<file path="src/design/cqd_pkg.sv">
// Shared types, constants and factor tables of the coefficient quantizer.
package cqd_pkg;

    localparam int COEFF_IN_W    = 16;
    localparam int COEFF_OUT_W   = 17;
    localparam int INDEX_W       = 13;
    localparam int GROUP_IDX_W   = 5;
    localparam int QSTEP_W       = 7;
    localparam int GWIDTH_W      = 9;
    localparam int SHIFT_W       = 4;
    localparam int LEVEL_W       = 3;
    localparam int CLASS_W       = 3;
    localparam int RESCALE_W     = 7;
    localparam int DESCALE_W     = 15;
    localparam int CFG_INDEX_W   = 1;
    localparam int CFG_DATA_W    = 9;

    localparam int NUM_GROUPS    = 16;
    localparam logic [INDEX_W-1:0] INDEX_MAX = 13'd8191;

    localparam int QUANT_FRAC    = 14;
    localparam int QUANT_ROUND   = 8192;
    localparam int DEQ_FRAC      = 4;

    localparam logic OP_QUANT    = 1'b0;
    localparam logic OP_DEQUANT  = 1'b1;

    localparam logic [CFG_INDEX_W-1:0] REG_QUANT_STEP  = 1'd0;
    localparam logic [CFG_INDEX_W-1:0] REG_GROUP_WIDTH = 1'd1;

    typedef struct packed {
        logic                         opcode;
        logic signed [COEFF_IN_W-1:0] coeff_in;
        logic                         is_last;
    } t_in_item;

    typedef struct packed {
        logic signed [COEFF_OUT_W-1:0] coeff_out;
        logic                          last_out;
        logic [INDEX_W-1:0]            used_count;
        logic                          past_end;
    } t_out_item;

    typedef struct packed {
        logic [CFG_INDEX_W-1:0] index;
        logic [CFG_DATA_W-1:0]  value;
    } t_cfg_write;

    // Operands for the arithmetic stage.
    typedef struct packed {
        logic                         opcode;
        logic signed [COEFF_IN_W-1:0] x;
        logic [SHIFT_W-1:0]           shift;
        logic [RESCALE_W-1:0]         rescale;
        logic [DESCALE_W-1:0]         descale;
        logic                         beyond;
    } t_arith_req;

    // Product class of the table position that group g maps to through the scan.
    function automatic logic [CLASS_W-1:0] group_class(input logic [3:0] g);
        logic [CLASS_W-1:0] c;
        case (g)
            4'd0:    c = 3'd0;
            4'd1:    c = 3'd1;
            4'd2:    c = 3'd1;
            4'd3:    c = 3'd0;
            4'd4:    c = 3'd3;
            4'd5:    c = 3'd0;
            4'd6:    c = 3'd2;
            4'd7:    c = 3'd1;
            4'd8:    c = 3'd1;
            4'd9:    c = 3'd2;
            4'd10:   c = 3'd4;
            4'd11:   c = 3'd0;
            4'd12:   c = 3'd4;
            4'd13:   c = 3'd2;
            4'd14:   c = 3'd2;
            default: c = 3'd5;
        endcase
        return c;
    endfunction

    function automatic logic [RESCALE_W-1:0] rescale_of(input logic [LEVEL_W-1:0] level,
                                                        input logic [CLASS_W-1:0] cls);
        logic [RESCALE_W-1:0] r;
        r = 7'd0;
        case (level)
            3'd0: case (cls)
                3'd0: r = 7'd16; 3'd1: r = 7'd21; 3'd2: r = 7'd24;
                3'd3: r = 7'd28; 3'd4: r = 7'd32; default: r = 7'd37;
            endcase
            3'd1: case (cls)
                3'd0: r = 7'd17; 3'd1: r = 7'd23; 3'd2: r = 7'd26;
                3'd3: r = 7'd31; 3'd4: r = 7'd35; default: r = 7'd40;
            endcase
            3'd2: case (cls)
                3'd0: r = 7'd19; 3'd1: r = 7'd25; 3'd2: r = 7'd29;
                3'd3: r = 7'd33; 3'd4: r = 7'd38; default: r = 7'd43;
            endcase
            3'd3: case (cls)
                3'd0: r = 7'd21; 3'd1: r = 7'd28; 3'd2: r = 7'd31;
                3'd3: r = 7'd36; 3'd4: r = 7'd42; default: r = 7'd47;
            endcase
            3'd4: case (cls)
                3'd0: r = 7'd23; 3'd1: r = 7'd30; 3'd2: r = 7'd34;
                3'd3: r = 7'd40; 3'd4: r = 7'd45; default: r = 7'd52;
            endcase
            3'd5: case (cls)
                3'd0: r = 7'd25; 3'd1: r = 7'd33; 3'd2: r = 7'd37;
                3'd3: r = 7'd43; 3'd4: r = 7'd49; default: r = 7'd56;
            endcase
            3'd6: case (cls)
                3'd0: r = 7'd27; 3'd1: r = 7'd36; 3'd2: r = 7'd41;
                3'd3: r = 7'd47; 3'd4: r = 7'd54; default: r = 7'd61;
            endcase
            default: case (cls)
                3'd0: r = 7'd29; 3'd1: r = 7'd39; 3'd2: r = 7'd44;
                3'd3: r = 7'd52; 3'd4: r = 7'd59; default: r = 7'd67;
            endcase
        endcase
        return r;
    endfunction

    // Descale factor floor((524288 + r) / (2r)) for every rescale value in the table.
    function automatic logic [DESCALE_W-1:0] descale_of(input logic [RESCALE_W-1:0] r);
        logic [DESCALE_W-1:0] f;
        case (r)
            7'd16:   f = 15'd16384;
            7'd17:   f = 15'd15420;
            7'd19:   f = 15'd13797;
            7'd21:   f = 15'd12483;
            7'd23:   f = 15'd11398;
            7'd24:   f = 15'd10923;
            7'd25:   f = 15'd10486;
            7'd26:   f = 15'd10082;
            7'd27:   f = 15'd9709;
            7'd28:   f = 15'd9362;
            7'd29:   f = 15'd9039;
            7'd30:   f = 15'd8738;
            7'd31:   f = 15'd8456;
            7'd32:   f = 15'd8192;
            7'd33:   f = 15'd7944;
            7'd34:   f = 15'd7710;
            7'd35:   f = 15'd7490;
            7'd36:   f = 15'd7282;
            7'd37:   f = 15'd7085;
            7'd38:   f = 15'd6899;
            7'd39:   f = 15'd6722;
            7'd40:   f = 15'd6554;
            7'd41:   f = 15'd6394;
            7'd42:   f = 15'd6242;
            7'd43:   f = 15'd6096;
            7'd44:   f = 15'd5958;
            7'd45:   f = 15'd5825;
            7'd47:   f = 15'd5578;
            7'd49:   f = 15'd5350;
            7'd52:   f = 15'd5041;
            7'd54:   f = 15'd4855;
            7'd56:   f = 15'd4681;
            7'd59:   f = 15'd4443;
            7'd61:   f = 15'd4297;
            7'd67:   f = 15'd3913;
            default: f = 15'd0;
        endcase
        return f;
    endfunction

endpackage

</file>
<file path="src/design/cqd_chan_if.sv">
// Valid/ready channel interface carrying one payload of a given type.
interface cqd_chan_if #(parameter type t_payload = logic);
    logic     valid;
    logic     ready;
    t_payload data;

    modport source (output valid, output data, input ready);
    modport sink   (input valid, input data, output ready);
endinterface

</file>
<file path="src/design/cqd_arith.sv">
// Quantize / dequantize / pass-through arithmetic for one coefficient.
module cqd_arith (
    input  cqd_pkg::t_arith_req                    i_req,
    output logic signed [cqd_pkg::COEFF_OUT_W-1:0] o_coeff
);
    import cqd_pkg::*;

    localparam int QPROD_W = 32;
    localparam int QSUM_W  = 19;
    localparam int DPROD_W = COEFF_IN_W + RESCALE_W + 1;

    logic signed [QPROD_W-1:0]    q_prod;
    logic signed [QPROD_W-1:0]    q_round;
    logic signed [QSUM_W-1:0]     q_p;
    logic signed [QSUM_W-1:0]     q_scale;
    logic signed [QSUM_W-1:0]     q_bias;
    logic signed [QSUM_W-1:0]     q_adj;
    logic signed [QSUM_W-1:0]     q_sum;
    logic signed [QSUM_W-1:0]     q_res;
    logic signed [DPROD_W-1:0]    d_prod;
    logic signed [DPROD_W-1:0]    d_right;
    logic [2:0]                   d_rsh;
    logic [SHIFT_W-1:0]           d_lsh;
    logic [COEFF_IN_W-1:0]        d_word;

    always_comb begin
        // quantize: round the 14-bit fixed-point product, then deadzone and shift
        q_prod  = QPROD_W'(i_req.x) * QPROD_W'($signed({1'b0, i_req.descale}));
        q_round = q_prod + QPROD_W'(QUANT_ROUND);
        q_p     = QSUM_W'(q_round >>> QUANT_FRAC);
        q_scale = QSUM_W'(1) << i_req.shift;
        q_bias  = (q_scale >>> 1) - (q_scale >>> 4);
        q_adj   = q_p[QSUM_W-1] ? (q_scale - QSUM_W'(1) - q_bias) : q_bias;
        q_sum   = q_p + q_adj;
        q_res   = q_sum >>> i_req.shift;

        // dequantize: scale by the rescale factor, shift by shift - 4, wrap to 16 bits
        d_prod  = DPROD_W'(i_req.x) * DPROD_W'($signed({1'b0, i_req.rescale}));
        d_rsh   = 3'(DEQ_FRAC) - {1'b0, i_req.shift[1:0]};
        d_lsh   = i_req.shift - SHIFT_W'(DEQ_FRAC);
        d_right = d_prod >>> d_rsh;
        if (i_req.shift < SHIFT_W'(DEQ_FRAC)) begin
            d_word = d_right[COEFF_IN_W-1:0];
        end else begin
            d_word = d_prod[COEFF_IN_W-1:0] << d_lsh;
        end

        if (i_req.beyond) begin
            o_coeff = COEFF_OUT_W'(i_req.x);
        end else if (i_req.opcode == OP_DEQUANT) begin
            o_coeff = COEFF_OUT_W'($signed(d_word));
        end else begin
            o_coeff = q_res[COEFF_OUT_W-1:0];
        end
    end
endmodule

</file>
<file path="src/design/coefficient_quantizer_dequantizer.sv">
// Top level: subband deadzone quantizer / dequantizer with position tracking.
//
//  channel  dir  payload                                        handshake
//  i_in     in   opcode, coeff_in, is_last                      valid/ready
//  o_out    out  coeff_out, last_out, used_count, past_end      valid/ready
//  i_cfg    in   index (0 quant_step, 1 group_width), value     valid/ready, ready always 1
//
// One request per cycle sustained while o_out is not stalled; each is registered in turn:
// the entry stage looks up the group factor, the result stage does the multiply,
// round and shift. The result register decouples the sides, so a new request is taken
// while a result waits; a stalled output backs up the entry stage and then i_in.ready.
// Synchronous active-low reset clears the valid bits, the position counters and the
// registers (quant_step 0, group_width 1); there is no clearing pass.
module coefficient_quantizer_dequantizer #(
    parameter int MAX_GROUP_WIDTH = 256
) (
    input logic         i_clk,
    input logic         i_rst_n,
    cqd_chan_if.sink    i_in,
    cqd_chan_if.source  o_out,
    cqd_chan_if.sink    i_cfg
);
    import cqd_pkg::*;

    localparam int POS_W = (MAX_GROUP_WIDTH > 1) ? $clog2(MAX_GROUP_WIDTH) : 1;
    localparam int CMP_W = (POS_W + 1 > GWIDTH_W) ? POS_W + 1 : GWIDTH_W;

    typedef struct packed {
        t_arith_req         req;
        logic               last;
        logic [INDEX_W-1:0] ext;
    } t_stage1;

    // configuration
    logic [QSTEP_W-1:0]     r_quant_step;
    logic [GWIDTH_W-1:0]    r_group_width;

    // block position state
    logic [POS_W-1:0]       r_pos, n_pos;
    logic [GROUP_IDX_W-1:0] r_group, n_group;
    logic [INDEX_W-1:0]     r_item, n_item;
    logic [INDEX_W-1:0]     r_nz, n_nz;

    // pipeline
    logic                   r_s1_valid;
    t_stage1                r_s1, n_s1;
    logic                   r_s2_valid;
    t_out_item              r_s2, n_s2;

    logic                   in_fire;
    logic                   s2_free;
    logic                   s1_adv;
    logic                   beyond;
    logic [CMP_W-1:0]       width_eff;
    logic [CMP_W-1:0]       pos_inc;
    logic [RESCALE_W-1:0]   rescale;
    logic signed [COEFF_OUT_W-1:0] arith_y;

    assign s2_free    = !r_s2_valid || o_out.ready;
    assign s1_adv     = r_s1_valid && s2_free;
    assign i_in.ready = !r_s1_valid || s2_free;
    assign in_fire    = i_in.valid && i_in.ready;
    assign i_cfg.ready = 1'b1;

    assign o_out.valid = r_s2_valid;
    assign o_out.data  = r_s2;

    // Entry stage: pick the factor of the current group and advance position, clearing it at block end.
    always_comb begin
        beyond  = r_group >= GROUP_IDX_W'(NUM_GROUPS);
        rescale = rescale_of(r_quant_step[LEVEL_W-1:0], group_class(r_group[3:0]));

        // zero width acts as one, wide width saturates
        width_eff = CMP_W'(r_group_width);
        if (r_group_width == '0) begin
            width_eff = CMP_W'(1);
        end else if (width_eff > CMP_W'(MAX_GROUP_WIDTH)) begin
            width_eff = CMP_W'(MAX_GROUP_WIDTH);
        end
        pos_inc = CMP_W'(r_pos) + CMP_W'(1);

        n_s1.req.opcode  = i_in.data.opcode;
        n_s1.req.x       = i_in.data.coeff_in;
        n_s1.req.shift   = r_quant_step[QSTEP_W-1:LEVEL_W];
        n_s1.req.rescale = rescale;
        n_s1.req.descale = descale_of(rescale);
        n_s1.req.beyond  = beyond;
        n_s1.last        = i_in.data.is_last;
        n_s1.ext         = (r_item < INDEX_MAX) ? r_item + INDEX_W'(1) : INDEX_MAX;

        n_pos   = r_pos;
        n_group = r_group;
        n_item  = r_item;
        if (in_fire) begin
            if (i_in.data.is_last) begin
                n_pos   = '0;
                n_group = '0;
                n_item  = '0;
            end else begin
                if (r_item < INDEX_MAX) begin
                    n_item = r_item + INDEX_W'(1);
                end
                if (!beyond) begin
                    if (pos_inc >= width_eff) begin
                        n_pos   = '0;
                        n_group = r_group + GROUP_IDX_W'(1);
                    end else begin
                        n_pos = pos_inc[POS_W-1:0];
                    end
                end
            end
        end
    end

    cqd_arith u_arith (
        .i_req   (r_s1.req),
        .o_coeff (arith_y)
    );

    // Result stage: extend the nonzero run and drop it at block end.
    always_comb begin
        n_s2.coeff_out  = arith_y;
        n_s2.last_out   = r_s1.last;
        n_s2.used_count = (arith_y != '0) ? r_s1.ext : r_nz;
        n_s2.past_end   = r_s1.req.beyond;

        n_nz = r_nz;
        if (s1_adv) begin
            n_nz = r_s1.last ? '0 : n_s2.used_count;
        end
    end

    always_ff @(posedge i_clk) begin
        if (!i_rst_n) begin
            r_quant_step  <= '0;
            r_group_width <= GWIDTH_W'(1);
            r_pos         <= '0;
            r_group       <= '0;
            r_item        <= '0;
            r_nz          <= '0;
            r_s1_valid    <= 1'b0;
            r_s2_valid    <= 1'b0;
        end else begin
            if (i_cfg.valid) begin
                case (i_cfg.data.index)
                    REG_QUANT_STEP:  r_quant_step  <= i_cfg.data.value[QSTEP_W-1:0];
                    REG_GROUP_WIDTH: r_group_width <= i_cfg.data.value[GWIDTH_W-1:0];
                    default: ;
                endcase
            end
            r_pos   <= n_pos;
            r_group <= n_group;
            r_item  <= n_item;
            r_nz    <= n_nz;

            if (in_fire) begin
                r_s1_valid <= 1'b1;
            end else if (s1_adv) begin
                r_s1_valid <= 1'b0;
            end

            if (s1_adv) begin
                r_s2_valid <= 1'b1;
            end else if (o_out.ready) begin
                r_s2_valid <= 1'b0;
            end
        end
    end

    // payload registers: load on advance, hold otherwise
    always_ff @(posedge i_clk) begin
        if (in_fire) begin
            r_s1 <= n_s1;
        end
        if (s1_adv) begin
            r_s2 <= n_s2;
        end
    end

    a_last_clears_position: assert property (@(posedge i_clk) disable iff (!i_rst_n)
        (in_fire && i_in.data.is_last) |=> (r_pos == '0 && r_group == '0 && r_item == '0))
        else $error("position state not cleared after block end");

    a_beyond_holds_group: assert property (@(posedge i_clk) disable iff (!i_rst_n)
        (in_fire && beyond && !i_in.data.is_last) |=> ($stable(r_group) && $stable(r_pos)))
        else $error("group advanced past the last group");

    a_beyond_passes: assert property (@(posedge i_clk) disable iff (!i_rst_n)
        (s1_adv && r_s1.req.beyond) |=>
        (r_s2.past_end && r_s2.coeff_out == COEFF_OUT_W'($past(r_s1.req.x))))
        else $error("coefficient beyond the groups not passed unchanged");

    a_nonzero_counted: assert property (@(posedge i_clk) disable iff (!i_rst_n)
        (r_s2_valid && r_s2.coeff_out != '0) |-> (r_s2.used_count != '0))
        else $error("nonzero result with zero used count");

endmodule

</file>
<file path="src/flat_wrapper.sv">
// flat-port wrapper written by rule: the top's interface ports become plain ports
module coefficient_quantizer_dequantizer_flat import cqd_pkg::*;
#(
    parameter int MAX_GROUP_WIDTH = 256
)
  (i_clk, i_rst_n, i_in_valid, i_in_data, i_in_ready, o_out_valid, o_out_data, o_out_ready, i_cfg_valid, i_cfg_data, i_cfg_ready);
  cqd_chan_if #(.t_payload(t_in_item)) i_in_i ();
  cqd_chan_if #(.t_payload(t_out_item)) o_out_i ();
  cqd_chan_if #(.t_payload(t_cfg_write)) i_cfg_i ();
  input logic i_clk;
  input logic i_rst_n;
  input wire logic [$bits(i_in_i.valid)-1:0] i_in_valid;
  input wire logic [$bits(i_in_i.data)-1:0] i_in_data;
  output wire logic [$bits(i_in_i.ready)-1:0] i_in_ready;
  output wire logic [$bits(o_out_i.valid)-1:0] o_out_valid;
  output wire logic [$bits(o_out_i.data)-1:0] o_out_data;
  input wire logic [$bits(o_out_i.ready)-1:0] o_out_ready;
  input wire logic [$bits(i_cfg_i.valid)-1:0] i_cfg_valid;
  input wire logic [$bits(i_cfg_i.data)-1:0] i_cfg_data;
  output wire logic [$bits(i_cfg_i.ready)-1:0] i_cfg_ready;
  assign i_in_i.valid = i_in_valid;
  assign i_in_i.data = i_in_data;
  assign i_in_ready = i_in_i.ready;
  assign o_out_valid = o_out_i.valid;
  assign o_out_data = o_out_i.data;
  assign o_out_i.ready = o_out_ready;
  assign i_cfg_i.valid = i_cfg_valid;
  assign i_cfg_i.data = i_cfg_data;
  assign i_cfg_ready = i_cfg_i.ready;
  coefficient_quantizer_dequantizer #(.MAX_GROUP_WIDTH(MAX_GROUP_WIDTH)) u_core (.i_clk(i_clk), .i_rst_n(i_rst_n), .i_in(i_in_i), .o_out(o_out_i), .i_cfg(i_cfg_i));
endmodule
</file>
<file path="config.mk">
export PLATFORM = sky130hd
export DESIGN_NAME = coefficient_quantizer_dequantizer_flat
export DESIGN_NICKNAME = d
export VERILOG_FILES = /design/src/design/cqd_pkg.sv /design/src/design/cqd_chan_if.sv /design/src/design/cqd_arith.sv /design/src/design/coefficient_quantizer_dequantizer.sv /design/src/flat_wrapper.sv
export SDC_FILE = /design/constraint.sdc
export NUM_CORES = 1
export LEC_CHECK = 0
export ABC_AREA = 0
export BUFFER_PORTS_ARGS = -buffer_cell sky130_fd_sc_hd__buf_2
export CORE_MARGIN = 2
export CORE_UTILIZATION = 58
export DETAILED_ROUTE_END_ITERATION = 8
export GPL_TIMING_DRIVEN = 0
export HOLD_SLACK_MARGIN = 0.08
export PLACE_DENSITY = 0.81
export SYNTH_ARGS = -nofsm -noshare
export SYNTH_HDL_FRONTEND = slang
export SYNTH_HIERARCHICAL = 1
export SYNTH_SLANG_ARGS = --single-unit
</file>
<file path="constraint.sdc">
create_clock -name i_clk -period 19.8 [get_ports i_clk]
set_input_delay 5.94 -clock i_clk [delete_from_list [all_inputs] [get_ports i_clk]]
set_output_delay 5.94 -clock i_clk [all_outputs]
set_load 0.02 [all_outputs]
</file>
==> out/qor.yml, run 1 <==
maxCapViolCount: 0
layout_commonest_cell: "sky130_fd_sc_hd__inv_1"
cpMostUsedCell: "sky130_fd_sc_hd__fa_1"
cts_hold_repair.buffers: 0
post_synth.cell_area_avg_um2: 8.64
met2_wirelength_mm: 35.2
route.detailed.wl_per_inst_um: 20.4
number_of_cells_on_the_worst_reg_to_reg_path: 45
postSynth.topFlopCell: "sky130_fd_sc_hd__edfxtp_1"
antenna_found_initial: 0
postSynthNetCount: 3597
number_of_buffers_created_by_cts: 17
detailedPlacementHpwl_mm: 61.0
drt-total-wl_mm: 75.7
remaining_global_route_overflow: 0
worst_ep_arrival_time_ns: 13.10
dr.first_iter.drc_count: 2101
first_global_vias: 23000
start_kind: "flip-flop"
min-delay-path-class: "reg2reg"
post_cts_setup_bufs: 0
mappedNetlistArea_um2: 26000
firstDrtPassIters: 8
first_pass_grt_wire_length_mm: 121
grt_start_max_net_pins: 64
design.final.nets: 3682
slowest_stage: "sky130_fd_sc_hd__edfxtp_1"
cts_root_buf: "sky130_fd_sc_hd__clkbuf_16"
cp_slowest_stage_delay_ns: 0.63
cts_resized: 0
dr_total_vias: 22600
max_freq_ghz: 0.0784
routed_via_density: 6.11
place.gp.congestion: 0.991
required_ns: 20.15
max-clock-path-buffers: 2
finalHoldViolCount: 0
globalRouteTotalUtil: 0.330
yosys_warnings: 6
timing.slew.headroom: 0.382
drc_errors_left: 0
core_area_um2: 44200
timing.final.crit_share: 0.644
placed_insts: 3670
synth_enable_flop_cells: 90
setup.reg_to_reg.worst_slack_ns: 7.04
synth_sequential_area_ratio: 0.150
io_pins: 68
cp-end-kind: "flip-flop"
crit-reg2reg-launch: "u_core/r_s1[54]"
fraction_of_synthesized_cell_area_taken_by_the_top_area_cell_type: 0.255
netlist-cell-type-count: 102
finalClockSkew_ns: 0.0169
final_layout_size_suffix_gt1_frac: 0.0650
worst_pin_slew_ns: 0.927
cts_htree_levels: 4
cts.sink_count: 150
status: "complete, no violations"
tritoncts: "built"
die_width_um: 216
cts.clk_slew.worst_paths_ns: 0.07
async_flop_share: 0
mostFrequentLayoutCells: "sky130_fd_sc_hd__inv_1, sky130_fd_sc_hd__nand2_1, sky130_fd_sc_hd__fa_1"
fin_tns_setup_ns: 0
grt_setup_unrepaired: "no"
top_layer_in_use: "met4"
std_cell_rows: 77
worstSetupStartpoint: "u_core/r_s1[54]"
final_non_filler_cells: 3702
yosys-top-cells-area: "sky130_fd_sc_hd__fa_1, sky130_fd_sc_hd__ha_1, sky130_fd_sc_hd__edfxtp_1"
critical_path_class: "reg2reg"
area.growth.synth_to_final_pct: 6.55
endpoint_of_the_most_critical_setup_path: "u_core/r_nz[11]"
period_minus_ws_final_ns: 12.76
overall_die_area_um2: 46600
die_h_um: 216
clock_latency_ns: 0.47
port-buffer-count: 65
synth.ff_latch_count: 150
synthCells: 3012
postRouteAntennaNets: 0
synth_top_area_cell: "sky130_fd_sc_hd__fa_1"
timing.final.max_slew_violations: 0
starting_utilization_of_the_core_area: 0.588
met3WireLength_mm: 7.15
worstPathMaxFanout: 10
wl_met1_mm: 30.2
setup_viol: 0
antenna_cells: 0
r2r_endpoint: "u_core/r_nz[11]"
-- area by class of cell --
class,instances,area (um^2)
clock buffers,17,425
flip-flops and latches,150,3900
inverters,461,1740
plain buffers,149,631
clock inverters,15,196
multi-input cells,2252,19800
well taps,592,741
repair buffers,66,333
fillers,3716,16500
-- worst max-delay path: cells and delay by family (launching register included) --
kind            cells  cell delay, ns
fa+ha+maj           9            4.11
compound gates     15            3.33
buf+inv             8            1.86
simple gates        9            1.62
flops               1            0.63
mux                 2            0.55
xor+xnor            2            0.49
-- worst min path at each step --
stage                           startpoint               to  cells after the start
floorplan           u_core/r_quant_step[3]  u_core/r_s1[37]                      0
global placement    u_core/r_quant_step[5]  u_core/r_s1[39]                      0
detailed placement  u_core/r_quant_step[6]  u_core/r_s1[40]                      0
CTS                 u_core/r_quant_step[6]  u_core/r_s1[40]                      0
global route        u_core/r_quant_step[5]  u_core/r_s1[39]                      0
finish              u_core/r_quant_step[6]  u_core/r_s1[40]                      0
-- cells by family (layout without fill, tap and decap cells) --
| group | after synthesis | in the layout | synth area share |
|---|---|---|---|
| AO/OA/AOI/OAI | 581 | 581 | 0.148 |
| XOR/XNOR | 107 | 107 | 0.0366 |
| adder cells (fa/ha/maj) | 552 | 552 | 0.361 |
| buffers and inverters | 610 | 708 | 0.0910 |
| flip-flops | 150 | 150 | 0.150 |
| multiplexers | 83 | 83 | 0.0351 |
| other | 1 | 1 | 0.000144 |
| AND/OR/NAND/NOR | 928 | 928 | 0.177 |
-- metrics by stage --
step	util	area (um^2)	hold WS [ns]	setup WS [ns]
floorplan	-	26000	0.408	7.63
detailed placement	0.613	27100	0.419	7.42
CTS	0.627	27700	0.433	7.28
global placement	0.613	27100	0.420	6.15
finish	0.627	27700	0.433	7.04
global route	0.627	27700	0.450	6.54
-- synth_stat cells, drive strengths merged (32+ instances only) --
cell type,number
inv,459
nand2,347
fa,332
and2,226
ha,220
a21oi,145
o21ai,143
nor2,132
clkbuf,106
edfxtp,90
xnor2,72
dfxtp,60
mux2i,47
buf,43
a21boi,41
nor2b,41
nor3,39
xor2,35
mux2,33
nand3,32
-- state kept, by name, summed over array words and instances (netlist names), named ones only --
signal and cells:
u_core/r_s1 56, u_core/r_nz 13, u_core/r_group 5, u_core/o_out.data 32, u_core/r_s1_valid 1, u_core/o_out.valid 1
u_core/n_s2 2, u_core/r_group_width 9, u_core/r_pos 8, u_core/r_item 13, u_core/r_quant_step 7
-- per-layer routing --
layer | vias up | track usage
met3 | 230 | 0.0610
met5 | - | 0
li1 | 10100 | -
met4 | 0 | 0.130
met1 | 11100 | 0.438
met2 | 1215 | 0.536
Power of run 1 is not shown: default switching activity piles up to over one toggle a cycle in this logic, so the estimate is an artifact.
==> run 2, diff against run 1 <==
- ABC_AREA: 0 -> 1
- clock period: 19.8 -> 12.2 ns (I/O delays scaled with it)
==> run 2 against run 1 <==
  * Via count up 9.1%
  * First-iteration DRC count up 19%
  * Clock skew up 0.0087 ns
  * Non-clock buffer count down 3
  * Critical path type unchanged
  * Register-to-register slack worse by 6.2 ns
  * Critical path depth up 6
  * Synthesized cell count up 24%
  * Cell area up 2.4%
  * Routed wire length up 1.1%
==> out/qor.yml, run 2 <==
slowest_stage: "sky130_fd_sc_hd__fa_1"
drt-total-wl_mm: 76.5  # +1.1%
cpMostUsedCell: "sky130_fd_sc_hd__nand2_1"
cts_root_buf: "sky130_fd_sc_hd__clkbuf_16"
grt_setup_unrepaired: "no"
postSynthNetCount: 4329  # +20%
finalClockSkew_ns: 0.0256  # +0.00871 ns
die_width_um: 218  # +1.2%
ys_top_cells_by_count: "sky130_fd_sc_hd__nand2_1, sky130_fd_sc_hd__inv_1, sky130_fd_sc_hd__fa_1"
setup_viol: 0  # unchanged
max-clock-path-buffers: 2  # unchanged
synth_enable_flop_cells: 90  # unchanged
starting_utilization_of_the_core_area: 0.588  # -0.000619
grt.met1_usage: 0.448  # +0.00918
layout_commonest_cell: "sky130_fd_sc_hd__nand2_1"
design.final.nets: 4416  # +20%
io_pins: 68  # unchanged
core_area_um2: 45400  # +2.6%
timing.final.max_slew_violations: 0  # unchanged
worst_pin_slew_ns: 0.990  # +0.0631 ns
async_flop_share: 0  # unchanged
route.detailed.wl_per_inst_um: 17.2  # -16%
post_synth.cell_area_avg_um2: 7.12  # -18%
worst_ep_arrival_time_ns: 11.78  # -1.32 ns
start_kind: "flip-flop"
number_of_buffers_created_by_cts: 17  # unchanged
maxCapViolCount: 0  # unchanged
synth-xor-area-share: 0.0262  # -0.0104
hold_ws_ns: 0.429  # -0.00438 ns
yosys.cell_count.top_type: "sky130_fd_sc_hd__nand2_1"
postSynth.topFlopCell: "sky130_fd_sc_hd__edfxtp_1"
cts_hold_repair.buffers: 0  # unchanged
area_fraction_in_compound_gates_after_synthesis: 0.0842  # -0.0643
postRouteAntennaNets: 0  # unchanged
globalRouteTotalUtil: 0.331  # +0.000419
area.growth.synth_to_final_pct: 6.39
clock_latency_ns: 0.49  # +0.02 ns
synth_sequential_area_ratio: 0.146  # -0.00368
crit-reg2reg-launch: "u_core/r_s1[18]"
netlist-cell-type-count: 61  # -40%
remaining_global_route_overflow: 0  # unchanged
grt_start_max_net_pins: 62  # -3.1%
synth.ff_latch_count: 150  # unchanged
min-delay-path-class: "reg2reg"
die_h_um: 218  # +1.2%
worstPathMaxFanout: 10  # unchanged
whs_endpoint: "u_core/r_s1[38]"
cp-end-kind: "flip-flop"
synth_top_area_cell: "sky130_fd_sc_hd__fa_1"
required_ns: 12.60  # -7.55 ns
port-buffer-count: 66  # +1.5%
synth_mux_area_frac: 0.00188  # -0.0332
top_usage_layer: "met2"
post_synth_and_or_nand_nor_area_fraction: 0.248  # +0.0701
synthCells: 3744  # +24%
std_cell_rows: 78  # +1.3%
fraction_of_synthesized_cell_area_taken_by_the_top_area_cell_type: 0.249  # -0.00627
fin_tns_setup_ns: 0  # unchanged
cts_htree_levels: 4  # unchanged
worst_path_dominant_cell_family: "adder cells"
timing.slew.headroom: 0.340  # -0.0420
worst_hold_startpoint: "u_core/r_quant_step[4]"
yosys-top-cells-area: "sky130_fd_sc_hd__fa_1, sky130_fd_sc_hd__nand2_1, sky130_fd_sc_hd__inv_1"
synth-adder-area-share: 0.352  # -0.00886
max_freq_ghz: 0.0879  # +12%
first_global_vias: 24000  # +4.3%
cp_slowest_stage_delay_ns: 0.63  # about the same
fillerInstances: 4168  # +12%
finalCoreUtilization: 0.625  # -0.00160
critical_path_class: "reg2reg"
design_area_um2: 28400  # +2.4%
detailedPlacementHpwl_mm: 61.9  # +1.4%
overall_die_area_um2: 47700  # +2.5%
timing.final.crit_share: 0.933  # +0.289
yosys_warnings: 6  # unchanged
whs_path_depth: 0  # unchanged
gr-usage-met2: 0.522  # -0.0143
largest_reg_flops: 56  # unchanged
placed_area_um2: 27800  # +2.4%
setup.reg_to_reg.worst_slack_ns: 0.82  # -6.23 ns
period_minus_ws_final_ns: 11.38  # -1.37 ns
status: "complete, no violations"
path_buf_inv: 10  # +2
first_pass_grt_wire_length_mm: 123  # +1.7%
worstSetupStartpoint: "u_core/r_s1[18]"
firstDrtPassIters: 6  # -2
cts.sink_count: 150  # unchanged
mappedNetlistArea_um2: 26700  # +2.5%
dr_total_vias: 24700  # +9.1%
r2r_endpoint: "u_core/r_nz[12]"
routed_via_density: 5.55  # -9.1%
cts.clk_slew.worst_paths_ns: 0.06  # about the same
number_of_cells_on_the_worst_reg_to_reg_path: 51  # +13%
final_layout_size_suffix_gt1_frac: 0.0544  # -0.0106
drc_errors_left: 0  # unchanged
antenna_found_initial: 1  # +1
antenna_cells: 0  # unchanged
mostFrequentLayoutCells: "sky130_fd_sc_hd__nand2_1, sky130_fd_sc_hd__inv_1, sky130_fd_sc_hd__fa_1"
largest-register: "u_core/r_s1"
place.gp.congestion: 1.00  # +1.4%
global_route.usage.met3: 0.0628  # +0.00174
finalHoldViolCount: 0  # unchanged
synth_top_family_by_area: "adder cells"
tritoncts: "built"
dr.first_iter.drc_count: 2493  # +19%
## run 2: worst max-delay path by stage
stage                           end  slack, ns  cells past startpoint
floorplan            u_core/r_nz[3]       3.25                     51
global placement     u_core/r_nz[8]       0.88                     48
detailed placement  u_core/r_nz[10]       0.67                     48
CTS                  u_core/r_nz[5]       0.60                     48
global route        u_core/r_nz[12]       0.07                     51
finish              u_core/r_nz[12]       0.82                     51
## run 2: timing repair
item	in CTS	in global routing
endpoints found under the setup margin	0	26
setup buffers	0	2
resized for setup	0	2
## run 2: cell families (layout without fill, tap and decap cells)
family,after synthesis,count (layout)
buf+inv,985,1085
other cells,1,1
compound gates,407,407
mux,5,5
xor+xnor,79,79
flops,150,150
simple gates,1565,1565
fa+ha+maj,552,552
## run 2: routing by layer
metal / wire length (um) / up-vias
met1: 31500 / 11700
li1: - / 11600
met4: 3050 / 0
met5: 0 / -
met2: 34600 / 1204
met3: 7370 / 202
## run 2: final cells by class
class                      instances  area [um^2]  share of cell area
clock buffer                      20          479              0.0169
tap                              600          751              0.0265
inverter                         841         3170               0.112
sequential                       150         3900               0.138
timing repair buffer              68          345              0.0122
buffer                           144          608              0.0214
multi-input combinational       2609        19000               0.670
clock inverter                    12          125             0.00441
## run 2: stage by stage
stage	setup slack, ns	cells
after floorplan	3.25	3744
after global routing	0.0713	4444
final	0.817	4444
after global placement	0.881	4410
after detailed placement	0.669	4410
after CTS	0.597	4442
Power of run 2 is left out for the same reason.
